--- config.mk ---
export PLATFORM = sky130hd
export DESIGN_NAME = stop_and_wait_frame_transmitter_top
export DESIGN_NICKNAME = d
export VERILOG_FILES = /design/src/rtl/core/swft_pkg.sv /design/src/rtl/core/swft_ram.sv /design/src/rtl/core/stop_and_wait_frame_transmitter_top.sv
export SDC_FILE = /design/constraint.sdc
export NUM_CORES = 1
export LEC_CHECK = 0
export BUFFER_PORTS_ARGS = -buffer_cell sky130_fd_sc_hd__buf_2
export CAP_MARGIN = 15
export CORE_AREA = 5 5 183 141
export CTS_BUF_LIST = sky130_fd_sc_hd__clkbuf_4 sky130_fd_sc_hd__clkbuf_8
export CTS_CLUSTER_DIAMETER = 50
export DETAILED_ROUTE_END_ITERATION = 16
export DIE_AREA = 0 0 188 146
export PLACE_DENSITY = 0.87
export REMOVE_ABC_BUFFERS = 1
export SKIP_CTS_REPAIR_TIMING = 1
export SYNTH_ARGS = -nofsm -noshare
export SYNTH_HDL_FRONTEND = slang
export SYNTH_SLANG_ARGS = --single-unit
--- constraint.sdc ---
create_clock -name clk_i -period 9.9 [get_ports clk_i]
set_input_delay 0.99 -clock clk_i [delete_from_list [all_inputs] [get_ports clk_i]]
set_output_delay 0.99 -clock clk_i [all_outputs]
set_load 0.02 [all_outputs]
--- src/rtl/core/swft_pkg.sv ---
// Shared types and constants for the stop-and-wait frame transmitter.
// No dependencies.
`timescale 1ns / 1ps

package swft_pkg;

  localparam int PAYLOAD_DEPTH = 32;
  localparam int IDX_W         = (PAYLOAD_DEPTH > 1) ? $clog2(PAYLOAD_DEPTH) : 1;
  localparam int LEN_W         = $clog2(PAYLOAD_DEPTH + 1);

  localparam logic [7:0]  SOF_BYTE      = 8'h02;
  localparam logic [7:0]  EOF_BYTE      = 8'h03;
  localparam logic [15:0] TIMEOUT_RESET = 16'd100;

  typedef enum logic [1:0] {
    CMD_WRITE = 2'd0,
    CMD_START = 2'd1,
    CMD_STEP  = 2'd2
  } cmd_e;

  typedef enum logic [2:0] {
    PH_IDLE       = 3'd0,
    PH_SOF        = 3'd1,
    PH_LEN        = 3'd2,
    PH_DATA       = 3'd3,
    PH_SUM        = 3'd4,
    PH_EOF        = 3'd5,
    PH_WAIT_FIRST = 3'd6,
    PH_WAIT       = 3'd7
  } phase_e;

endpackage

--- src/rtl/core/swft_ram.sv ---
// Generic single-write, single-read RAM with registered read data.
// No dependencies.
`timescale 1ns / 1ps

module swft_ram #(
  parameter int WIDTH = 8,
  parameter int DEPTH = 32
) (
  input  logic                                     clk_i,
  input  logic                                     we_i,
  input  logic [((DEPTH > 1) ? $clog2(DEPTH) : 1)-1:0] waddr_i,
  input  logic [WIDTH-1:0]                         wdata_i,
  input  logic                                     re_i,
  input  logic [((DEPTH > 1) ? $clog2(DEPTH) : 1)-1:0] raddr_i,
  output logic [WIDTH-1:0]                         rdata_o
);

  logic [WIDTH-1:0] mem_q [DEPTH];

  always_ff @(posedge clk_i) begin
    if (we_i) begin
      mem_q[waddr_i] <= wdata_i;
    end
    if (re_i) begin
      rdata_o <= mem_q[raddr_i];
    end
  end

endmodule

--- src/rtl/core/stop_and_wait_frame_transmitter_top.sv ---
// Stop-and-wait frame transmitter top level: sequencer, timeout, output register.
// Depends on swft_pkg and swft_ram.
//
//  channel | direction | handshake              | payload
//  --------+-----------+------------------------+------------------------------------
//  in      | input     | in_valid_i/in_stall_o  | cmd, write_index, data_byte, ...
//  out     | output    | out_valid_o/out_stall_i| tx_valid, tx_byte, busy_res, ...
//  cfg     | input     | cfg_valid_i/cfg_ready_o| ack timeout in steps
//
// Writes, starts and non-payload steps: result registered in the cycle after acceptance.
// Payload steps: the payload RAM read is registered first, then the byte is registered as the checksum is folded.
// One transaction in flight at a time; the next is taken as the result is drained.
// Reset clears all control state; payload RAM contents are undefined until written.
// A stalled result holds in the output register and stalls the input side.
`timescale 1ns / 1ps

module stop_and_wait_frame_transmitter_top
  import swft_pkg::*;
(
  input  logic        clk_i,
  input  logic        rst_ni,
  input  logic        in_valid_i,
  output logic        in_stall_o,
  input  logic [1:0]  cmd_i,
  input  logic [4:0]  write_index_i,
  input  logic [7:0]  data_byte_i,
  input  logic [5:0]  frame_length_i,
  input  logic        ack_seen_i,
  output logic        out_valid_o,
  input  logic        out_stall_i,
  output logic        tx_valid_o,
  output logic [7:0]  tx_byte_o,
  output logic        busy_res_o,
  output logic        done_res_o,
  output logic [7:0]  retry_count_o,
  input  logic        cfg_valid_i,
  output logic        cfg_ready_o,
  input  logic [15:0] cfg_data_i
);

  phase_e           phase_q, phase_d;
  logic [LEN_W-1:0] send_idx_q, send_idx_d;
  logic [LEN_W-1:0] len_q, len_d;
  logic [7:0]       csum_q, csum_d;
  logic [15:0]      wait_q, wait_d;
  logic [7:0]       retries_q, retries_d;
  logic [15:0]      timeout_q;
  logic             pend_q;
  logic             out_valid_q;
  logic             tx_valid_q, busy_q, done_q;
  logic [7:0]       tx_byte_q, retry_q;

  logic             acc, step_acc, data_acc, fire;
  logic [LEN_W-1:0] send_idx_inc;
  logic [15:0]      wait_nx;
  logic             timed_out;
  logic             ram_we;
  logic [7:0]       ram_rdata;
  logic             tx_valid_c, done_c;
  logic [7:0]       tx_byte_c;
  cmd_e             cmd;

  assign cmd         = cmd_e'(cmd_i);
  assign in_stall_o  = pend_q || (out_valid_q && out_stall_i);
  assign acc         = in_valid_i && !in_stall_o;
  assign step_acc    = acc && (cmd == CMD_STEP);
  assign data_acc    = step_acc && (phase_q == PH_DATA);
  assign fire        = (acc && !data_acc) || pend_q;
  assign cfg_ready_o = 1'b1;

  assign send_idx_inc = send_idx_q + LEN_W'(1);
  assign wait_nx      = (phase_q == PH_WAIT_FIRST) ? 16'd0 :
                        (wait_q == 16'hFFFF) ? wait_q : wait_q + 16'd1;
  assign timed_out    = wait_nx >= timeout_q;

  assign ram_we = acc && (cmd == CMD_WRITE) && (phase_q == PH_IDLE) &&
                  (32'(write_index_i) < PAYLOAD_DEPTH);

  swft_ram #(
    .WIDTH (8),
    .DEPTH (PAYLOAD_DEPTH)
  ) u_payload_ram (
    .clk_i   (clk_i),
    .we_i    (ram_we),
    .waddr_i (IDX_W'(write_index_i)),
    .wdata_i (data_byte_i),
    .re_i    (data_acc),
    .raddr_i (send_idx_q[IDX_W-1:0]),
    .rdata_o (ram_rdata)
  );

  // Next state
  always_comb begin
    phase_d    = phase_q;
    send_idx_d = send_idx_q;
    len_d      = len_q;
    csum_d     = csum_q;
    wait_d     = wait_q;
    retries_d  = retries_q;
    if (pend_q) begin
      csum_d     = csum_q ^ ram_rdata;
      send_idx_d = send_idx_inc;
      phase_d    = (send_idx_inc >= len_q) ? PH_SUM : PH_DATA;
    end else if (acc) begin
      unique case (cmd)
        CMD_START: begin
          if (phase_q == PH_IDLE) begin
            len_d      = (32'(frame_length_i) > PAYLOAD_DEPTH) ? LEN_W'(PAYLOAD_DEPTH)
                                                            : LEN_W'(frame_length_i);
            retries_d  = 8'd0;
            send_idx_d = '0;
            csum_d     = 8'd0;
            wait_d     = 16'd0;
            phase_d    = PH_SOF;
          end
        end
        CMD_STEP: begin
          unique case (phase_q) inside
            PH_SOF: begin
              csum_d     = 8'd0;
              send_idx_d = '0;
              phase_d    = PH_LEN;
            end
            PH_LEN:  phase_d = (len_q == '0) ? PH_SUM : PH_DATA;
            PH_SUM:  phase_d = PH_EOF;
            PH_EOF:  phase_d = PH_WAIT_FIRST;
            PH_WAIT_FIRST, PH_WAIT: begin
              wait_d  = wait_nx;
              phase_d = PH_WAIT;
              if (ack_seen_i) begin
                phase_d = PH_IDLE;
              end else if (timed_out) begin
                if (retries_q != 8'hFF) begin
                  retries_d = retries_q + 8'd1;
                end
                csum_d     = 8'd0;
                send_idx_d = '0;
                phase_d    = PH_LEN;
              end
            end
            default: ;
          endcase
        end
        default: ;
      endcase
    end
  end

  // Result fields
  always_comb begin
    tx_valid_c = 1'b0;
    tx_byte_c  = 8'd0;
    done_c     = 1'b0;
    if (pend_q) begin
      tx_valid_c = 1'b1;
      tx_byte_c  = ram_rdata;
    end else if (step_acc) begin
      unique case (phase_q) inside
        PH_SOF: begin
          tx_valid_c = 1'b1;
          tx_byte_c  = SOF_BYTE;
        end
        PH_LEN: begin
          tx_valid_c = 1'b1;
          tx_byte_c  = 8'(len_q);
        end
        PH_SUM: begin
          tx_valid_c = 1'b1;
          tx_byte_c  = csum_q;
        end
        PH_EOF: begin
          tx_valid_c = 1'b1;
          tx_byte_c  = EOF_BYTE;
        end
        PH_WAIT_FIRST, PH_WAIT: begin
          if (ack_seen_i) begin
            done_c = 1'b1;
          end else if (timed_out) begin
            tx_valid_c = 1'b1;
            tx_byte_c  = SOF_BYTE;
          end
        end
        default: ;
      endcase
    end
  end

  always_ff @(posedge clk_i or negedge rst_ni) begin
    if (!rst_ni) begin
      phase_q     <= PH_IDLE;
      send_idx_q  <= '0;
      len_q       <= '0;
      csum_q      <= 8'd0;
      wait_q      <= 16'd0;
      retries_q   <= 8'd0;
      timeout_q   <= TIMEOUT_RESET;
      pend_q      <= 1'b0;
      out_valid_q <= 1'b0;
    end else begin
      phase_q     <= phase_d;
      send_idx_q  <= send_idx_d;
      len_q       <= len_d;
      csum_q      <= csum_d;
      wait_q      <= wait_d;
      retries_q   <= retries_d;
      pend_q      <= data_acc;
      out_valid_q <= fire || (out_valid_q && out_stall_i);
      if (cfg_valid_i && cfg_ready_o) begin
        timeout_q <= cfg_data_i;
      end
    end
  end

  always_ff @(posedge clk_i) begin
    if (fire) begin
      tx_valid_q <= tx_valid_c;
      tx_byte_q  <= tx_byte_c;
      busy_q     <= (phase_d != PH_IDLE);
      done_q     <= done_c;
      retry_q    <= retries_d;
    end
  end

  assign out_valid_o   = out_valid_q;
  assign tx_valid_o    = tx_valid_q;
  assign tx_byte_o     = tx_byte_q;
  assign busy_res_o    = busy_q;
  assign done_res_o    = done_q;
  assign retry_count_o = retry_q;

endmodule

==> flow_metrics.env <==
export IMPL_antenna_found_initial=1
export IMPL_cap_violations=0
export IMPL_viasPerCell=6.414
export IMPL_final_max_slew_viol_count=0
export IMPL_yosys_area_share_simple_pct=6.997
export IMPL_synthAdderAreaFrac_pct=2.341
export IMPL_final_util_pct=69.87
export IMPL_r2r_slack_ns=5.27
export IMPL_setup_violations=0
export IMPL_p_total_mw=3.186
export IMPL_synth_edff_count=283
export IMPL_min_period_ns=4.625
export IMPL_drive_gt1_share_pct=24.62
export IMPL_holdPathStages=1
export IMPL_antenna_cells=0
export IMPL_htreeDepth=2
export IMPL_required_ns=10.40
export IMPL_relSlewSlack_pct=28.21
export IMPL_switching_share_pct=24.38
export IMPL_dieHeight_um=146
export IMPL_seq_area_frac_synth_pct=67.67
export IMPL_synth_distinct_cells=65
export IMPL_antenna_left=0
export IMPL_n_fill_cell=1463
export IMPL_initial_core_util_pct=63.25
export IMPL_path_buf_inv=0
export IMPL_worstPathArrival_ns=5.13
export IMPL_design_area_um2=16540
export IMPL_synthMuxAreaShare_pct=12.86
export IMPL_dp_final_hpwl_um=20230
export IMPL_r2r_end="send_idx_q[0]"
export IMPL_hp_class="reg -> reg"
export IMPL_core_um2=23670
export IMPL_drt_initial_drc_count=1113
export IMPL_clockBufferDepth=3
export IMPL_drt_pass1_iterations=6
export IMPL_reg2regPathDepth=10
export IMPL_criticalPathCategory="reg -> reg"
export IMPL_grt_overflow_total=0
export IMPL_nets=1081
export IMPL_crit_family="simple AND/OR/NAND/NOR gates"
export IMPL_synth_compound_area_share_pct=6.386
export IMPL_die_area_um2=27450
export IMPL_root_buffer="clkbuf_8"
export IMPL_grt_setup_unrepaired="no"
export IMPL_gp_congestion=0.8595
export IMPL_postSynth_asyncResetShare_pct=18.68
export IMPL_hold_ws_ns=0.5241
export IMPL_cp_start_kind="flip-flop"
export IMPL_p_clk_share_pct=36.3
export IMPL_peakVddDrop_mv=0.1535
export IMPL_yosysWarnings=0
export IMPL_placed_cell_area_um2=15500
export IMPL_worst_pin_slew_ns=1.073
export IMPL_max_stage_delay_ns=0.87
export IMPL_row_count=49
export IMPL_fmax_mhz=216.2
export IMPL_vias=8684
export IMPL_finalWirelength_um=31800
export IMPL_end_kind="flip-flop"
export IMPL_portBuffers=63
export IMPL_syn_to_final_growth_pct=10.47
export IMPL_worstPathCellList="nand2_1, nor2_1, nor2_1, ha_1, and2_1, a221o_1, a21o_1, nor3_2, o41a_1, mux2_2"
export IMPL_synthFlopType="edfxtp_1"
export IMPL_die_w_um=188
export IMPL_p_sw_uw=776.9
export IMPL_track_usage_pct=23.41
export IMPL_intPower_mw=2.409
export IMPL_clock_latency_ns=0.60
export IMPL_timing_rr_start="phase_q[1]"
export IMPL_synthXorXnorAreaFrac_pct=1.463
export IMPL_layout_commonest_cell="edfxtp_1"
export IMPL_clock_skew_ns=0.05050
export IMPL_drc_errors=0
export IMPL_crit_path_frequent_cell="nor2_1"
export IMPL_cts_tree="done"
export IMPL_final_cell_mix="edfxtp_1 (283), mux4_2 (80), nand2_1 (64)"
export IMPL_whs_endpoint="send_idx_q[5]"
export IMPL_hold_viol=0
export IMPL_syn_inst=933
export IMPL_p_seq_share_pct=52.8
export IMPL_ys_ff_latch=348
export IMPL_fin_tns_setup_ns=0
export IMPL_min_from="send_idx_q[5]"
export IMPL_comb_power_share_pct=10.9
export IMPL_fin_crit_sh_pct=46.72
export IMPL_syn_area_per_cell_um2=16.04
export IMPL_grt_pass1_wl_um=49780
export IMPL_io_pins=65
export IMPL_numCtsBuffers=51
export IMPL_slowest_stage="nor2_1"
export IMPL_routedWlPerCell_um=23.49
export IMPL_status="complete, no violations"
export IMPL_cts_sinks=348
export IMPL_powerDensity_nw_per_um2=192.7
export IMPL_synth_top_family_by_area="multiplexers"
export IMPL_p_leak_nw=5.793
export IMPL_syn_cell_area_um2=14970
export IMPL_clk_transition_reported_paths_ns=0.06
export IMPL_grt_pass1_vias=8573
export IMPL_worstPathMaxFanout=17
export IMPL_grt_start_max_net_pins=69
## per-stage QoR
step                      std cells  setup WS [ns]
final                          1354          5.275
after global placement         1262          5.505
after detailed placement       1262          5.341
after global routing           1354          4.866
after floorplan                 887          5.343
after CTS                      1353          5.325
## power by group through the flow
stage | Combinational, mW | Clock, mW | Sequential (mW)
floorplan | 0.222 | 0 | 1.72
global placement | 0.331 | 0 | 1.71
detailed placement | 0.343 | 0 | 1.71
CTS | 0.345 | 1.17 | 1.68
global route | 0.376 | 1.25 | 1.69
finish | 0.347 | 1.16 | 1.68
## state kept, by name, summed over array words and instances (netlist names)
signal	flops
u_payload_ram.mem_q	256
timeout_q	16
wait_q	16
csum_q	8
retries_q	8
retry_count_o	8
tx_byte_o	8
u_payload_ram.rdata_o	8
len_q	6
send_idx_q	6
phase_q	3
busy_res_o	1
done_res_o	1
out_valid_o	1
pend_q	1
tx_valid_o	1
## cells in the mapped netlist (all sizes together), types with 2 or more instances
library cell / count / area share [%]
clkbuf: 25 / 0.63
nor3b: 2 / 0.10
a31o: 2 / 0.12
a31oi: 9 / 0.38
nand2: 64 / 1.6
mux4: 80 / 12
nor2: 60 / 1.5
xnor2: 11 / 0.64
and4: 2 / 0.12
dfstp: 3 / 0.53
a32o: 3 / 0.20
inv: 32 / 0.80
or3: 4 / 0.17
xor2: 14 / 0.82
nand3: 25 / 0.84
o32ai: 3 / 0.18
a221o: 2 / 0.13
o311ai: 2 / 0.12
nand2b: 13 / 0.54
mux2: 11 / 0.83
o211ai: 2 / 0.10
nor3: 10 / 0.40
or4: 3 / 0.15
nor2b: 3 / 0.13
a21oi: 31 / 1.0
nand4b: 2 / 0.12
dfrtp: 62 / 10
or2: 5 / 0.21
buf: 21 / 0.83
o21ai: 42 / 1.4
nand4: 7 / 0.29
ha: 28 / 2.3
nand3b: 6 / 0.30
and2: 3 / 0.13
a22o: 16 / 0.94
edfxtp: 283 / 57
a21o: 9 / 0.45
o31ai: 4 / 0.20
and3: 5 / 0.21
a2111oi: 3 / 0.22
o22ai: 6 / 0.25
## worst register-to-register path: stages, from the launching register on
cell,delay [ns]
dfrtp_1,0.62
nand2_1,0.25
nor2_1,0.87
nor2_1,0.18
ha_1,0.36
and2_1,0.18
a221o_1,0.29
a21o_1,0.22
nor3_2,0.70
o41a_1,0.62
mux2_2,0.27
## layout make-up
cell class,instances,area [um^2],area share [%]
clock inverters,13,97.59,0.5902
inverters,32,120.1,0.7264
clock buffers,78,923.4,5.584
repair buffers,70,371.6,2.247
well taps,306,382.9,2.315
flip-flops and latches,348,10130,61.28
multi-input cells,507,4507,27.25
## kinds of logic (layout without fill, tap and decap cells)
| logic type | Yosys count | after routing |
|---|---|---|
| other cells | 1 | 1 |
| mux | 91 | 91 |
| compound gates | 145 | 145 |
| buf+inv | 78 | 193 |
| flops | 348 | 348 |
| xor+xnor | 25 | 25 |
| simple gates | 217 | 217 |
| fa+ha+maj | 28 | 28 |
## worst max-delay path by stage
stage                  start  slack [ns]  cells after the start            end
2_1_floorplan  send_idx_q[0]        5.34                      8     busy_res_o
3_3_place_gp      phase_q[1]        5.50                     10  send_idx_q[0]
3_5_place_dp      phase_q[1]        5.34                     10  send_idx_q[0]
4_1_cts           phase_q[1]        5.32                     10  send_idx_q[0]
5_1_grt           phase_q[1]        4.87                     10  send_idx_q[0]
6_report          phase_q[1]        5.27                     10  send_idx_q[0]
## metal layers
layer	track usage [%]	vias up	wire length, um
met2	35.68	486	14620
met4	5.539	0	740
met5	0	-	0
met1	34.56	4315	13280
met3	6.331	69	3161
li1	-	3814	-
Note: power is estimated with default switching activity, not from simulation.
